`src/hw/rtl/rsmp_fifo.sv`:
```
// Short command queue between the front and the back of the resampler.
// Standalone register queue; no package use.
module rsmp_fifo #(
	parameter int WIDTH = 8,
	parameter int DEPTH = 4
) (
	input  logic             clk,
	input  logic             arst_n,
	input  logic             push,
	input  logic [WIDTH-1:0] push_data,
	output logic             full,
	input  logic             pop,
	output logic [WIDTH-1:0] pop_data,
	output logic             empty
);

	localparam int PTR_W = $clog2(DEPTH);
	localparam int CNT_W = $clog2(DEPTH + 1);

	logic [WIDTH-1:0] mem_q [DEPTH];
	logic [PTR_W-1:0] wr_q;
	logic [PTR_W-1:0] rd_q;
	logic [CNT_W-1:0] cnt_q;
	logic             do_push;
	logic             do_pop;

	assign full    = cnt_q == CNT_W'(DEPTH);
	assign empty   = cnt_q == '0;
	assign do_push = push && !full;
	assign do_pop  = pop && !empty;
	assign pop_data = mem_q[rd_q];

	always_ff @(posedge clk or negedge arst_n) begin
		if (!arst_n) begin
			wr_q  <= '0;
			rd_q  <= '0;
			cnt_q <= '0;
		end else begin
			if (do_push) begin
				wr_q <= (wr_q == PTR_W'(DEPTH - 1)) ? '0 : wr_q + PTR_W'(1);
			end
			if (do_pop) begin
				rd_q <= (rd_q == PTR_W'(DEPTH - 1)) ? '0 : rd_q + PTR_W'(1);
			end
			if (do_push && !do_pop) begin
				cnt_q <= cnt_q + CNT_W'(1);
			end else if (do_pop && !do_push) begin
				cnt_q <= cnt_q - CNT_W'(1);
			end
		end
	end

	always_ff @(posedge clk) begin
		if (do_push) begin
			mem_q[wr_q] <= push_data;
		end
	end

endmodule

```
`config.mk`:
```
export PLATFORM = sky130hd
export DESIGN_NAME = rsmp_fifo
export DESIGN_NICKNAME = d
export VERILOG_FILES = /design/src/hw/rtl/rsmp_fifo.sv
export SDC_FILE = /design/constraint.sdc
export NUM_CORES = 1
export LEC_CHECK = 0
export BUFFER_PORTS_ARGS = -buffer_cell sky130_fd_sc_hd__buf_2
export CORE_MARGIN = 1.5
export CORE_UTILIZATION = 45
export CTS_BUF_LIST = sky130_fd_sc_hd__clkbuf_4 sky130_fd_sc_hd__clkbuf_8
export DETAILED_ROUTE_END_ITERATION = 7
export PLACE_DENSITY = 0.74
export SLEW_MARGIN = 20
export SYNTH_ARGS = -nofsm -noshare
export SYNTH_HDL_FRONTEND = slang
export SYNTH_SLANG_ARGS = --single-unit
```
`constraint.sdc`:
```
create_clock -name clk -period 1.7 [get_ports clk]
set_clock_uncertainty 0.1 [all_clocks]
set_input_delay 0.085 -clock clk [delete_from_list [all_inputs] [get_ports clk]]
set_output_delay 0.085 -clock clk [all_outputs]
set_load 0.01 [all_outputs]
```
# Yosys cells after proc, flatten, opt, wreduce, memory -nomap -nowiden
# Memory sizes are Yosys's and may differ from the RTL's.
# Index checks and enable logic that the tools add are counted.
# classes
multipliers	0
reduce_logical	10
shift	0
addsub	4
div_mod_pow	0
muxes	6
n_bitwise	0
n_eq_ne	3
order_cmp	0
# op_table
operator	count
$mux W3	2
$add A2 B1 Y2 const B	2
$eq A2 B2 Y1 const B	2
$logic_and A1 B1 Y1	4
$logic_not A1 Y1	4
$mux W2	2
$add A3 B1 Y3 const B	1
$eq A3 B3 Y1 const B	1
$logic_not A3 Y1	1
$sub A3 B1 Y3 const B	1
$mux W1	2
$reduce_bool A2 Y1	1
# totals
in_bits	12
romBits	0
mem_count	1
out_inout_bits	10
regBits	7
mem_bits_rw	32
latchBits	0
word_cells	27
# memory_table
memory	words	width	rd	rd_ports_with_merged_regs	write_ports	line	text
mem_q	4	8	1	0	1	20	logic [WIDTH-1:0] mem_q [DEPTH];

# Longest topological paths before layout
# depth
word_depth	7
ltp_mapped	8
ltp_nobuf	8

# Least setup slack after synthesis
# Ideal clock, no wire load.
# synth_path
path_type	reg2reg
startpoint	register cnt_q[0]
endpoint	register cnt_q[2]
stages_incl_launch_ff	9
slack_ns	-0.477
setup_time_ns	0.079
required_ns	1.521
t_arrival_ns	1.998
path_buffers	0
period_less_slack_ns	2.177
cell_sequence	dfrtp_1 -> nor3_1 -> nand2b_4 -> ha_1 -> inv_1 -> fa_1 -> xor2_1 -> nor2_1 -> xor2_1
# synth_between
elab_chain_len	6
elab_cells_between_ends	15
cone_classes	2 x add/sub; 1 x eq/ne; 2 x mux; 10 x reduce/logical
# synth_rtl
item	line	text
start: declaration	23	logic [CNT_W-1:0] cnt_q;
start signal: assignment	46	cnt_q <= cnt_q + CNT_W'(1);
start signal: assignment	48	cnt_q <= cnt_q - CNT_W'(1);
$logic_not A3 Y1 (*)	28	assign empty = cnt_q == '0;
named net empty	14	output logic empty
$logic_not A1 Y1 (*)	30	assign do_pop = pop && !empty;
$logic_and A1 B1 Y1 (*)	30	
$logic_not A1 Y1	45	if (do_push && !do_pop) begin
$logic_and A1 B1 Y1	45	
$mux W3 or $reduce_bool A2 Y1 (tied branches)	-	
# The timed path passes the listed nets; every way through them passes the cells marked *. The select of a mux whose other input is x is not followed.
# A chain may end at the register's enable or synchronous reset.

# Worst setup path after layout
# layout_path
startpoint	register cnt_q[1]
endpoint	register cnt_q[1]
# layout_between
elab_chain_len	6
elab_cells_between_ends	15
cone_classes	2 x add/sub; 1 x eq/ne; 2 x mux; 10 x reduce/logical
# layout_rtl
item	line	text
$eq A3 B3 Y1 (*)	27	assign full = cnt_q == CNT_W'(DEPTH);
$logic_not A1 Y1 (*)	29	assign do_push = push && !full;
$logic_and A1 B1 Y1 (*)	29	
named net do_push	24	logic do_push;
$logic_not A1 Y1	47	end else if (do_pop && !do_push) begin
$logic_and A1 B1 Y1	47	
$reduce_bool A2 Y1 (no line)	-	
# Marks and branches as above.

==> impl_metrics.yaml <==
outcome:
  status: "finished, violations left"
  failed_checks: "negative setup slack"
routing:
  drc: 0
  wirelength_mm: 2.54
  antenna_left: 0
  vias: 860
  viasPerCell: 4.83
  wl_per_cell_um: 14.3
  drtIter0Drc: 14
  dr.pass1.iters: 4
logic_synthesis:
  ys_warn_count: 0
  syn_area_per_cell_um2: 20.5
  async_flop_share_pct: 17.9
  synthAdderAreaFrac_pct: 5.88
  yosysSeqAreaShare_pct: 70.2
  synth.area.mux_share_pct: 15.5
  netlist_instances: 79
  synth_edf_count: 32
  yosysMostFrequentCell: "edfxtp_1"
  synth.top_cell.area_share_pct: 59.4
  synth_area_leaders: "edfxtp_1 (59%), mux4_2 (11%), dfrtp_1 (11%), ha_1 (4.6%), mux2_4 (3.7%)"
  synth_cell_types: 19
  synth_compound_area_share_pct: 0
  synth_largest_area_cell: "edfxtp_1"
  ys_dominant_reg_cell: "edfxtp_1"
  ys_ff_latch: 39
  synthXorXnorAreaFrac_pct: 1.62
  yosys.area_share.simple_pct: 5.49
  ys_top_cells_by_count: "edfxtp_1 (32), mux4_2 (8), dfrtp_1 (7)"
  syn_area_um2: 1620
  synth_top_family_by_area: "multiplexers"
  synthesis.nets: 98
timing:
  drv_slew: 0
  hold_viol_final: 0
  period_share_pct: 112
  fin_ws_ps: -203
  relSlewSlack_pct: 72.0
  grt_setup_unrepaired: "yes"
  worst_pin_slew_ps: 421
  holdWs_ps: 83.8
  timing.fmax_mhz: 526
  final-setup-viol-count: 5
  post-route-min-period_ps: 1900
cells_and_area:
  fin_nets: 150
  antenna_cells: 0
  area.growth.synth_to_final_pct: 32.6
  drive_gt1_share_pct: 50.8
  design_area_um2: 2150
  utilization_pct: 63.3
  final_cells: 178
clocking:
  cts_buffer_depth: 2
  cts_sinks: 39
  cts-root-buf: "clkbuf_4"
  clk_pin_slew_worst_paths_ps: 110
  clock_latency_ps: 330
  cts-htree-levels: 2
  cts_tree: "built"
  cts_made_buffers: 5
hold_path:
  hold_path_depth: 4
  min_path_type: "input port to register"
worst_setup_path:
  critPathArrivalTime_ps: 2030
  worstPathRequired_ps: 1830
  crit_type: "register to register"
  start_kind: "register"
  endpoint_kind: "register"
  r2r_cells: 6
  path_max_fanout: 3
power_and_ir_drop:
  irDropWorstVdd_mv: 0.787
  p_leak_nw: 0.847
  p_per_area_nw_per_um2: 1600
  power_mw: 3.44
global_route:
  grt_pass1_wl_mm: 4.23
  grt_overflow: 0
  grt_start_max_net_pins: 12
  grt_pass1_vias: 963
  grtUsageTotal_pct: 15.0
  antenna_found_initial: 0
placement:
  dp_hpwl_mm: 1.74
  placed_area_um2: 1940
  io_buffer_count: 21
  post-place-cells: 158
  gp_congestion: 0.672
floorplan:
  die_h_um: 63.0
  initial_core_util_pct: 47.7
  io_pins: 22
  die_area_um2: 3960
  fp-row-count: 21
  die_x_um: 63.0
  core_area_um2: 3390
run:
  cap_viol_max_count: 0
[metal layers]
layer | vias to the layer above | wire length (um) | track usage (%)
met2 | 18 | 1440 | 27.5
met4 | 0 | 43 | 6.67
li1 | 406 | - | -
met1 | 431 | 945 | 15.2
met5 | - | 0 | 0
met3 | 5 | 108 | 4.86
[power breakdown]
part           total [mW]  switching [mW]  internal (mW)
combinational        1.51           0.582          0.924
clock               0.459           0.266          0.193
sequential           1.48           0.179           1.30
total                3.44            1.03           2.41
[area by class of cell]
cell class              instances  area [um2]
inverters                       3        11.3
flip-flops and latches         39        1140
well taps                      46        57.6
clock buffers                   7        52.6
clock inverters                 1        5.00
fillers                       252        1240
repair buffers                 47         389
multi-input cells              35         492
[path summary, 6_finish.rpt]
check / from / to / slack (ps)
worst max-delay path: cnt_q[1] / cnt_q[1] / -200
worst min-delay path: pop / cnt_q[0] / 80
worst max register to register: cnt_q[1] / cnt_q[1] / -200
worst min register to register: wr_q[1] / wr_q[1] / 510
max in group asynchronous: arst_n / cnt_q[0] / 610
min in group asynchronous: arst_n / rd_q[1] / 610
[worst max-delay path: stages, from the launching register on]
cell	delay, ps
dfrtp_2	470
nor3b_4	260
nor2b_4	80
ha_4	160
inv_2	40
fa_2	410
mux2_4	270
[metrics by stage]
stage	TNS (ps)	setup slack, ps
detailed placement	-371	-215
finish	-412	-203
global placement	-273	-162
floorplan	-505	-259
global route	-1160	-309
CTS	-533	-188
[cells by family (layout without fill, tap and decap cells)]
| family | after synthesis | count (layout) |
|---|---|---|
| xor+xnor | 3 | 3 |
| simple gates | 12 | 12 |
| fa+ha+maj | 7 | 7 |
| mux | 13 | 13 |
| buf+inv | 5 | 58 |
| flops | 39 | 39 |
[registers in the layout, indices dropped and copies added, names as in the netlist]
signal,flops
mem_q,32
cnt_q,3
rd_q,2
wr_q,2
[repair_timing]
action	CTS	global route
hold buffers	10	0
setup endpoints to repair	10	10
pin swaps	3	1
setup buffers	1	1
resized for setup	5	3
endpoints found under the hold margin	39	0
[layout by cell type (no fill, tap or decap)]
| cell type | netlist | routed |
|---|---|---|
| clkbuf_4 | 0 | 7 |
| dfrtp_1 | 7 | 5 |
| nor2b_4 | 1 | 1 |
| ha_1 | 6 | 5 |
| xnor2_1 | 1 | 1 |
| buf_2 | 1 | 18 |
| nand2_1 | 1 | 1 |
| xor2_1 | 2 | 2 |
| dfrtp_2 | 0 | 2 |
| mux4_2 | 8 | 8 |
| dlygate4sd3_1 | 0 | 10 |
| inv_2 | 0 | 1 |
| buf_4 | 0 | 11 |
| mux2_4 | 4 | 5 |
| edfxtp_1 | 32 | 32 |
| buf_12 | 0 | 3 |
| nor2_1 | 4 | 4 |
| nor3_4 | 0 | 1 |
| buf_6 | 0 | 5 |
| inv_1 | 3 | 2 |
| nand2b_4 | 1 | 1 |
| fa_2 | 0 | 1 |
| and2_1 | 3 | 3 |
| ha_4 | 0 | 1 |
| clkinv_2 | 0 | 1 |
| nor3b_4 | 1 | 1 |
Power figures use the tool's default switching activity.
