### src/hw/rtl/rsmp_pkg.sv
// Shared types and constants for the linear interpolation resampler.
// Depends on nothing; the interfaces, front, back and top use it by scoped names.
package rsmp_pkg;

	localparam int SAMPLE_W    = 24;  // Q1.23 sample
	localparam int INDEX_W     = 13;  // output index field
	localparam int COUNT_IN_W  = 14;  // output count field, also the divisor width
	localparam int CMD_W       = 3;
	localparam int FRAC_QW     = 24;  // quotient bits for the fraction division
	localparam int QUEUE_DEPTH = 4;

	// Queue entry without the frame position field, whose width follows the store depth
	localparam int ENTRY_FIX_W = CMD_W + SAMPLE_W + INDEX_W + COUNT_IN_W;

	typedef enum logic [1:0] {
		OP_NEW_FRAME = 2'd0,
		OP_APPEND    = 2'd1,
		OP_EMIT      = 2'd2
	} opcode_t;

	typedef enum logic [1:0] {
		STAT_OK        = 2'd0,
		STAT_EMPTY     = 2'd1,
		STAT_BAD_INDEX = 2'd2
	} status_t;

	typedef enum logic [CMD_W-1:0] {
		CMD_WRITE,
		CMD_EMPTY,
		CMD_BAD_INDEX,
		CMD_SINGLE,
		CMD_INTERP
	} cmd_t;

	typedef enum logic [2:0] {
		BK_IDLE,
		BK_POS,
		BK_POS_WAIT,
		BK_READ,
		BK_FETCH,
		BK_FRAC,
		BK_FRAC_WAIT,
		BK_DONE
	} back_state_t;

endpackage

### src/hw/rtl/rsmp_if.sv
// Request and result channel interfaces of the resampler.
// Depends on rsmp_pkg for the field widths.
interface rsmp_in_if;
	logic                                   valid;
	logic                                   ready;
	logic [1:0]                             opcode;
	logic signed [rsmp_pkg::SAMPLE_W-1:0]   sample_in;
	logic [rsmp_pkg::INDEX_W-1:0]           out_index;
	logic [rsmp_pkg::COUNT_IN_W-1:0]        out_count;

	modport source(output valid, opcode, sample_in, out_index, out_count, input ready);
	modport sink(input valid, opcode, sample_in, out_index, out_count, output ready);
endinterface


### src/hw/rtl/rsmp_front.sv
// Front end: takes requests, tracks the frame fill level and classifies each request.
// Depends on rsmp_pkg and rsmp_in_if; feeds rsmp_fifo.
module rsmp_front #(
	parameter int SRC_DEPTH = 1024
) (
	input  logic        clk,
	input  logic        arst_n,
	rsmp_in_if.sink     in_ch,
	output logic        push,
	output logic [rsmp_pkg::ENTRY_FIX_W+$clog2(SRC_DEPTH+1)-1:0] entry,
	input  logic        full
);

	localparam int CNT_W = $clog2(SRC_DEPTH + 1);

	logic [CNT_W-1:0]     count_q;
	logic [CNT_W-1:0]     count_d;
	logic [CNT_W-1:0]     arg;
	rsmp_pkg::cmd_t       kind;
	logic                 accept;

	assign in_ch.ready = !full;
	assign accept      = in_ch.valid && in_ch.ready;

	always_comb begin
		push    = 1'b0;
		kind    = rsmp_pkg::CMD_WRITE;
		arg     = '0;
		count_d = count_q;
		unique case (in_ch.opcode)
			rsmp_pkg::OP_NEW_FRAME: begin
				push = accept;
				if (accept) begin
					count_d = CNT_W'(1);
				end
			end
			rsmp_pkg::OP_APPEND: begin
				// drop appends once the store is full
				if (count_q != CNT_W'(SRC_DEPTH)) begin
					push = accept;
					arg  = count_q;
					if (accept) begin
						count_d = count_q + CNT_W'(1);
					end
				end
			end
			rsmp_pkg::OP_EMIT: begin
				push = accept;
				arg  = count_q;
				if (count_q == '0) begin
					kind = rsmp_pkg::CMD_EMPTY;
				end else if ({1'b0, in_ch.out_index} >= in_ch.out_count) begin
					kind = rsmp_pkg::CMD_BAD_INDEX;
				end else if (count_q == CNT_W'(1)) begin
					kind = rsmp_pkg::CMD_SINGLE;
				end else begin
					kind = rsmp_pkg::CMD_INTERP;
				end
			end
			default: begin
			end
		endcase
	end

	always_ff @(posedge clk or negedge arst_n) begin
		if (!arst_n) begin
			count_q <= '0;
		end else begin
			count_q <= count_d;
		end
	end

	assign entry = {kind, in_ch.sample_in, in_ch.out_index, in_ch.out_count, arg};

endmodule

### src/flat_wrapper.sv
// flat-port wrapper written by rule: the top's interface ports become plain ports
module rsmp_front_flat 
#(
	parameter int SRC_DEPTH = 1024
)
  (clk, arst_n, push, entry, full, in_ch_valid, in_ch_opcode, in_ch_sample_in, in_ch_out_index, in_ch_out_count, in_ch_ready);
  rsmp_in_if in_ch_i ();
  input  logic clk;
  input  logic arst_n;
  output logic push;
  output logic [rsmp_pkg::ENTRY_FIX_W+$clog2(SRC_DEPTH+1)-1:0] entry;
  input  logic full;
  input wire logic [$bits(in_ch_i.valid)-1:0] in_ch_valid;
  input wire logic [$bits(in_ch_i.opcode)-1:0] in_ch_opcode;
  input wire logic [$bits(in_ch_i.sample_in)-1:0] in_ch_sample_in;
  input wire logic [$bits(in_ch_i.out_index)-1:0] in_ch_out_index;
  input wire logic [$bits(in_ch_i.out_count)-1:0] in_ch_out_count;
  output wire logic [$bits(in_ch_i.ready)-1:0] in_ch_ready;
  assign in_ch_i.valid = in_ch_valid;
  assign in_ch_i.opcode = in_ch_opcode;
  assign in_ch_i.sample_in = in_ch_sample_in;
  assign in_ch_i.out_index = in_ch_out_index;
  assign in_ch_i.out_count = in_ch_out_count;
  assign in_ch_ready = in_ch_i.ready;
  rsmp_front #(.SRC_DEPTH(SRC_DEPTH)) u_core (.clk(clk), .arst_n(arst_n), .in_ch(in_ch_i), .push(push), .entry(entry), .full(full));
endmodule
### config.mk
export PLATFORM = sky130hd
export DESIGN_NAME = rsmp_front_flat
export DESIGN_NICKNAME = d
export VERILOG_FILES = /design/src/hw/rtl/rsmp_pkg.sv /design/src/hw/rtl/rsmp_if.sv /design/src/hw/rtl/rsmp_front.sv /design/src/flat_wrapper.sv
export SDC_FILE = /design/constraint.sdc
export NUM_CORES = 1
export LEC_CHECK = 0
export ABC_AREA = 1
export BUFFER_PORTS_ARGS = -buffer_cell sky130_fd_sc_hd__clkbuf_2
export CAP_MARGIN = 20
export CORE_UTILIZATION = 45
export DETAILED_ROUTE_END_ITERATION = 10
export HOLD_SLACK_MARGIN = 0.15
export PLACE_DENSITY = 0.92
export SLEW_MARGIN = 20
export SYNTH_ARGS = -nofsm -noshare
export SYNTH_HDL_FRONTEND = slang
export SYNTH_SLANG_ARGS = --single-unit
export TNS_END_PERCENT = 100
### constraint.sdc
create_clock -name clk -period 3.97 [get_ports clk]
set_input_delay 0.794 -clock clk [delete_from_list [all_inputs] [get_ports clk]]
set_output_delay 0.794 -clock clk [all_outputs]
set_load 0.1 [all_outputs]
=== After elaboration in Yosys (flattened, before gate mapping) ===
Index checks and enable logic that the tools add are counted.

* $lt $le $gt $ge: 1
* Multiplexer cells: 12
* Equality and inequality tests: 7
* $add $sub $neg: 1
* Reduce and logical (&&, ||, !) cells: 7

{| class="wikitable"
|+ Operator list
! cell !! number
|-
| 11-bit two-way mux || 4
|-
| 11-bit case mux with 2 select lines || 2
|-
| 13-bit by 14-bit >= comparator with 1-bit output || 1
|-
| 3-bit two-way mux || 4
|-
| 11-bit by 1-bit adder with 11-bit output, second input constant || 1
|-
| 11-bit by 1-bit equality test with 1-bit output, second input constant || 1
|-
| 11-bit logical NOT || 1
|-
| 11-bit inequality test, second input constant || 1
|-
| 2-bit by 1-bit inequality test with 1-bit output, second input constant || 3
|-
| 4-bit AND reduction || 1
|-
| 2-bit by 1-bit equality test with 1-bit output, second input constant || 1
|-
| 2-bit equality test, second input constant || 1
|-
| 2-bit logical NOT || 1
|-
| 1-bit case mux with 2 select lines || 1
|-
| 2-bit nonzero test || 1
|-
| 2-bit OR reduction || 1
|-
| 1-bit logical AND || 1
|-
| 1-bit logical NOT || 1
|-
| 1-bit two-way mux || 1
|}

* Bits in registers: 11
* Output and inout bits: 67

=== Logic depth before layout (Yosys ltp) ===
Gate-level depths: netlist of run 1.

* Depth after elaboration: 5
* Gate-level depth with buffers: 11
* Mapped depth without buffers: 11

=== Worst setup path after synthesis of run 1 ===
No wires, ideal clock.

* Kind: input port to output port
* Start point: input port full
* End point: output port push
* Stages: 5
* Path slack: -0.083 ns
* Path buffers: 0
* Data arrival time: 3.259 ns
* Data required time: 3.176 ns
* Cells stage by stage: inv_1 > nand2_1 > inv_1 > o21ai_0 > a21oi_1

* Longest elaborated chain between the ends: 4

{| class="wikitable"
|+ Ends and longest elaborated chain
! item !! line !! RTL
|-
| start: declaration || flat_wrapper.sv:12 || <nowiki>input logic full;</nowiki>
|-
| 1-bit logical NOT (*) || rsmp_front.sv:22 || <nowiki>assign in_ch.ready = !full;</nowiki>
|-
| 1-bit logical AND (*) || rsmp_front.sv:23 || <nowiki>assign accept = in_ch.valid && in_ch.ready;</nowiki>
|-
| 1-bit two-way mux || rsmp_front.sv:39 || <nowiki>if (count_q != CNT_W'(SRC_DEPTH)) begin</nowiki>
|-
| 1-bit case mux with 2 select lines (*) || rsmp_front.sv:30 || <nowiki>unique case (in_ch.opcode)</nowiki>
|-
| end: declaration || flat_wrapper.sv:10 || <nowiki>output logic push;</nowiki>
|}

Every way passes the cells marked *; elsewhere a longest branch is shown, timed or not.

=== Final worst setup path of run 1 ===
* Start point: input port in_ch_out_count[11]
* End point: output port entry[62] (netlist bit)

* Longest elaborated chain between the ends: 4

{| class="wikitable"
|+ Ends and longest elaborated chain
! item !! line !! RTL
|-
| start: declaration || flat_wrapper.sv:17 || <nowiki>input wire logic [$bits(in_ch_i.out_count)-1:0] in_ch_out_count;</nowiki>
|-
| 13-bit by 14-bit >= comparator with 1-bit output || rsmp_front.sv:52 || <nowiki>end else if ({1'b0, in_ch.out_index} >= in_ch.out_count) begin</nowiki>
|-
| 3-bit two-way mux || rsmp_front.sv:52 ||
|-
| 3-bit two-way mux || rsmp_front.sv:50 || <nowiki>if (count_q == '0) begin</nowiki>
|-
| 3-bit two-way mux || rsmp_front.sv:30 ||
|-
| end: declaration || flat_wrapper.sv:11 || <nowiki>output logic [rsmp_pkg::ENTRY_FIX_W+$clog2(SRC_DEPTH+1)-1:0] entry;</nowiki>
|}

Every way passes these cells.

==> run metrics, run 1 <==
worst slew pin tran about 0.55 ns; CORE AREA roughly 0.0037 sq mm; crit-path max cell delay ~0.48 ns; Ys Warns 0; critical path class in -> out; Lkg Pwr 0.00112 uW; critical path fanouts, max 3; setup violators final 0; via count 1594; max-slew violations 0; H-tree Lvls 1; detailed-route DRC error count 0; vias in the first global route 1422; Num CTS Buffers 3; dpl cell area 0.00179 sq mm; crit path DAT ~2.3 ns; CTS Root Cell clkbuf_8; Overflow after GRT 0; hold_buf cts 0; Die ar. around 0.0042 sq mm; Finished Cell Area ~0.0018 sq mm; drt pass-1 iters 4; Synth area leaders buf_4, dfrtp_1, ha_1, nand2_1, inv_1; largest net degree at the start of global routing 17; Final Hold Fails 0; antenna cells 0; share of post-route cells with drive strength above 1 0.312; Worst Hold Class in -> async; final period utilization 0.781; Final Non-Filler Cells 343; final core utilization 0.494; clk_lat worst skew ~0.24 ns; top-area cell type share of the netlist area 0.218; crit path time final between 3 and 4 ns; initial drt markers 46; total power ~590 uW; largest reg by FF count u_core.count_q; final wirelength 3.23 mm; max FFs per register 11; Max transition margin 0.637; Initial Utilization 0.473; worst-case clock buffer depth 2; Post-synth EDFFs 0; Area growth, synth to finish 4.27%; Netlist cell types 24; first-pass GRT wire length ~5.4 mm; Max Cap Viol 0; Buffers on Ports 75; nets approximately 370; Hold WS ~0.42 ns; Cell Pwr Density about 320 mW/mm^2; RSZ-0062 raised after global routing no; Die Ht between 60 and 70 um; Startpoint Class input port; Mapped Avg Cell Area around 6.5 sq um; Final ANT Viol Nets 0; initial antenna violation count 0; count leader, synth nand2_1; Core Rows 22; worst clock skew just under 0.008 ns; Avg WL per Cell about 9.4 um; Post-CTS Repair Setup Buffers 0; DR vias/cell 4.65; Critical Path Sink Type output port; post-CTS sizing 0; crit-path cells clkbuf_2, inv_1, ha_1, nand2_1, nand2_1, nand2_1, nand2_1, nor2_1, nand4_1, a21oi_1, clkbuf_2; Cells after Synth between 200 and 300; Ports 124; ys async rst share 1.00; slowest CP cell clkbuf_2; Final Wtd Congestion slightly below 0.9; post-synth top area cell buf_4; status finished clean; DP HPWL 2.81 mm; CTS tree built; top_reg_cell synth dfrtp_1; gr usage total 0.158; synthesized cell area 0.00176 sq mm; worst vdd ir 0.254 mV; Cells after DPL roughly 340; Critical Path RT between 3 and 4 ns; Commonest cells post-synth nand2_1, buf_4, inv_1; Synthesized Nets about 350; Fmax achieved around 0.32 GHz; sequential element share of the synthesized area 0.156; clk sinks 11; critical path's most frequent cell nand2_1; largest registers u_core.count_q x11; Seq cells post-synth 11; CTS clk-pin slew, worst paths around 0.050 ns; die width approximately 65 um
==> where the power goes <==
| part | total (uW) | switching, uW | internal, uW |
|---|---|---|---|
| registers | 137 | 14.0 | 123 |
| logic | 346 | 270 | 76.5 |
| clock network | 111 | 40.7 | 70.4 |
| total | 594 | 324 | 270 |
==> cells by family (layout without fill, tap and decap cells) <==
logic type               Yosys count  count (layout)  synth area share
AO/OA/AOI/OAI                     12              12            0.0427
XOR/XNOR                           6               6            0.0299
adder cells (fa/ha/maj)           20              20             0.142
buffers and inverters             97             122             0.324
flip-flops                        11              11             0.156
AND/OR/NAND/NOR                  124             124             0.304
==> worst max-delay path: cells and delay by family <==
kind | cells | cell delay, ns
buf+inv | 3 | 0.59
simple gates | 6 | 0.47
fa+ha+maj | 1 | 0.31
compound gates | 1 | 0.15
==> path summary, 6_finish.rpt <==
path / end / slack, ns / depth (start not counted) / startpoint
worst max-delay path: entry[62] / 0.87 / 11 / in_ch_out_count[11]
worst min-delay path: u_core.count_q[2] / 0.42 / 1 / arst_n
worst max register to register: u_core.count_q[5] / 2.41 / 9 / u_core.count_q[0]
worst min register to register: u_core.count_q[10] / 0.54 / 2 / u_core.count_q[10]
max in group asynchronous: u_core.count_q[9] / 3.33 / 1 / arst_n
min in group clk: u_core.count_q[10] / 0.54 / 2 / u_core.count_q[10]
==> layout by cell type (no fill, tap or decap) <==
cell type / instances
nand2_2: 2
o21ai_1: 1
nand3_4: 1
nor3b_1: 1
inv_2: 2
xor2_1: 5
nor3_1: 4
dfrtp_1: 11
o21ai_0: 2
clkbuf_2: 75
a21oi_1: 4
a21oi_2: 1
ha_1: 20
nor2_1: 36
xnor2_1: 1
inv_1: 41
clkbuf_8: 3
nor3_2: 1
nand3_1: 9
nand2_1: 62
clkbuf_1: 1
o21ai_2: 4
nand4_1: 5
nand2_4: 1
nor2_2: 2
==> per-layer routing <==
| layer | track usage | routed length (um) |
|---|---|---|
| met1 | 0.158 | 1300 |
| met2 | 0.320 | 1730 |
| met3 | 0.0370 | 174 |
| met4 | 0.0361 | 24 |
| met5 | 0 | 0 |
==> area by class of cell <==
class                   instances  area, sq um
multi-input cells             162          917
flip-flops and latches         11          275
clock buffers                   4         45.0
fillers                       363         1880
repair buffers                 75          375
well taps                      48         60.1
inverters                      43          161
==> per-stage QoR <==
step | TNS, ns | setup slack, ns
after floorplan | -0.110 | -0.0551
final | 0 | 0.868
after global routing | 0 | 0.693
after CTS | 0 | 0.855
after global placement | 0 | 0.884
after detailed placement | 0 | 0.857
No activity file was read; power rests on OpenSTA's default activity.
==> run 2: changes to the inputs <==
--- a/config.mk
+++ b/config.mk
@@ -5,13 +5,13 @@
 export SDC_FILE = /design/constraint.sdc
 export NUM_CORES = 1
 export LEC_CHECK = 0
-export ABC_AREA = 1
+export ABC_AREA = 0
 export BUFFER_PORTS_ARGS = -buffer_cell sky130_fd_sc_hd__clkbuf_2
 export CAP_MARGIN = 20
-export CORE_UTILIZATION = 45
+export CORE_UTILIZATION = 40
 export DETAILED_ROUTE_END_ITERATION = 10
 export HOLD_SLACK_MARGIN = 0.15
-export PLACE_DENSITY = 0.92
+export PLACE_DENSITY = 0.86
 export SLEW_MARGIN = 20
 export SYNTH_ARGS = -nofsm -noshare
 export SYNTH_HDL_FRONTEND = slang
==> constraint.sdc (replaced) <==
create_clock -name clk -period 2.97 [get_ports clk]
set_input_delay 0.594 -clock clk [delete_from_list [all_inputs] [get_ports clk]]
set_output_delay 0.594 -clock clk [all_outputs]
set_load 0.1 [all_outputs]
==> run 2 against run 1 <==
Effect of this change: global-route usage up 0.94 points; cell area up 5.0%; first-iteration DRC count up 24%; combinational power up 54%; area after synthesis down 9.4%; core utilization up 2.1 points; cell count down 19%; non-clock buffer count up 2; flip-flop and latch count unchanged; via count down 13%; clock skew down 0.0018 ns; critical path type unchanged; highest routed layer unchanged.
==> run metrics, run 2 <==
status finished clean; Final Non-Filler Cells around 280; Ports ~120; crit path DAT 2.27 ns; Final Worst Setup Slack slightly above 0.1 ns; sequential element share of the synthesized area 0.173; Mapped Avg Cell Area 7.93 sq um; top-area cell type share of the netlist area 0.240; worst-case clock buffer depth 2; count leader, synth buf_4; Startpoint Class input port; crit-path cells clkbuf_2, inv_1, ha_4, nand4b_1, or3_1, o211ai_1, a21oi_2, a221oi_2, clkbuf_16; Critical Path RT between 2 and 2.5 ns; max FFs per register 11; CTS clk-pin slew, worst paths 0.06 ns; detailed-route DRC error count 0; final period utilization 0.966; CP bufs+invs 3; Max transition margin 0.636; worst vdd ir 0.257 mV; CTS Root Cell clkbuf_8; Num CTS Buffers 3; Lkg Pwr 0.00103 uW; antenna cells 0; post-synth top area cell buf_4; crit path time final approximately 2.9 ns; Initial Utilization 0.426; hold_buf cts 0; critical path's top delay family compound AO/OA/AOI/OAI gates; gr usage total 0.167; worst-case reg-to-reg path depth 7; TNS Setup 0 ns; multi-input logic area 881 sq um; largest net degree at the start of global routing 12; Filler cells around 370; Cell Pwr Density around 460 mW/mm^2; nets 308; die width between 60 and 70 um; DP HPWL between 2 and 3 mm; clk sinks 11; Max Cap Viol 0; setup violators final 0; Cells after DPL about 270; critical path fanouts, max 3; critical path class in -> out; vias in the first global route 1354; Seq cells post-synth 11; CORE AREA between 0.003 and 0.004 sq mm; initial antenna violation count 0; Die Ht 65.1 um; worst slew pin tran around 0.55 ns; Final ANT Viol Nets 0; Final Hold Fails 0; synthesized cell area 0.00159 sq mm; Synthesized Nets between 200 and 300; DR vias/cell approximately 5.0; Core Rows 22; commonest non-fill, non-tap cell in the layout clkbuf_2; Crit. Startpoint in_ch_out_count[11]; via count 1393; dpl ws just under 0.06 ns; slowest CP cell or3_1; H-tree Lvls 1; share of post-route cells with drive strength above 1 0.404; largest reg by FF count u_core.count_q; final wirelength 3.41 mm; Synth area leaders buf_4, dfrtp_1, ha_1, inv_1, and2_1; CTS tree built; Fmax achieved roughly 0.35 GHz; clk_lat worst skew between 0.2 and 0.25 ns; Cells after Synth approximately 200; ys async rst share 1.00; Buffers on Ports between 70 and 80; final core utilization 0.515; Ys Warns 0; max-slew violations 0; Worst Hold Class in -> async; Die ar. about 0.0042 sq mm; Post-synth EDFFs 0; Overflow after GRT 0; Critical Path Sink Type output port; Avg WL per Cell 12.3 um; most frequent cells in the layout clkbuf_2, inv_1, ha_1; worst clock skew between 0.005 and 0.006 ns; top_reg_cell synth dfrtp_1; register area approximately 280 sq um; largest registers u_core.count_q x11; Netlist cell types 35; first-pass GRT wire length around 5.6 mm; crit-path max cell delay about 0.37 ns; Crit path depth 9; Crit Reg-Reg Startpoint u_core.count_q[0]; initial drt markers between 50 and 60; Final Wtd Congestion 0.838; Commonest cells post-synth buf_4, inv_1, ha_1; drt pass-1 iters 4; Area growth, synth to finish 20.9%
-- run 2: final cells by class --
type | count | share of cell area
inverters | 24 | 0.0468
well taps | 48 | 0.0312
clock buffers | 4 | 0.0234
multi-input cells | 114 | 0.457
flip-flops and latches | 11 | 0.143
repair buffers | 77 | 0.299
-- run 2: cell families (layout without fill, tap and decap cells) --
kind of cell               Yosys count  after routing  synth area share
xor gates and xnor gates             6              6            0.0330
AOI/OAI and AO/OA                   27             27             0.128
and+or+nand+nor                     61             61             0.210
buffers and inverters               76            105             0.300
adders and majority gates           20             20             0.157
DFF                                 11             11             0.173
-- run 2: stage by stage --
step / hold slack, ns / power, uW / area [sq um]
after floorplan: 0.298 / 767 / 1610
after global routing: 0.238 / 947 / 1930
after CTS: 0.230 / 888 / 1890
after detailed placement: 0.491 / 728 / 1840
final: 0.222 / 891 / 1930
after global placement: 0.485 / 719 / 1840
-- run 2: power by group --
| group | internal (uW) | total, uW | switching [uW] |
|---|---|---|---|
| Combinational | 152 | 532 | 379 |
| Clock | 94.6 | 156 | 61.6 |
| Sequential | 171 | 203 | 32.9 |
| Total | 418 | 891 | 474 |
-- run 2: path summary, 6_finish.rpt --
| check | endpoint | slack, ns |
|---|---|---|
| worst max-delay path | entry[63] | 0.10 |
| worst min-delay path | u_core.count_q[8] | 0.22 |
| worst max register to register | u_core.count_q[6] | 0.95 |
| worst min register to register | u_core.count_q[1] | 0.57 |
| max in group asynchronous | u_core.count_q[0] | 2.51 |
| min in group clk | u_core.count_q[1] | 0.57 |
-- run 2: per-layer routing --
metal,share of wire,track usage,vias to the layer above
met5,0,0,-
met1,0.37,0.171,626
met4,0.022,0.0571,0
met2,0.52,0.316,67
li1,-,-,686
met3,0.080,0.0521,14
-- run 2: timing repair --
item                                    4_1_cts  5_1_grt
resized for setup                             0        4
setup buffers                                 0        1
endpoints found under the setup margin        0        1
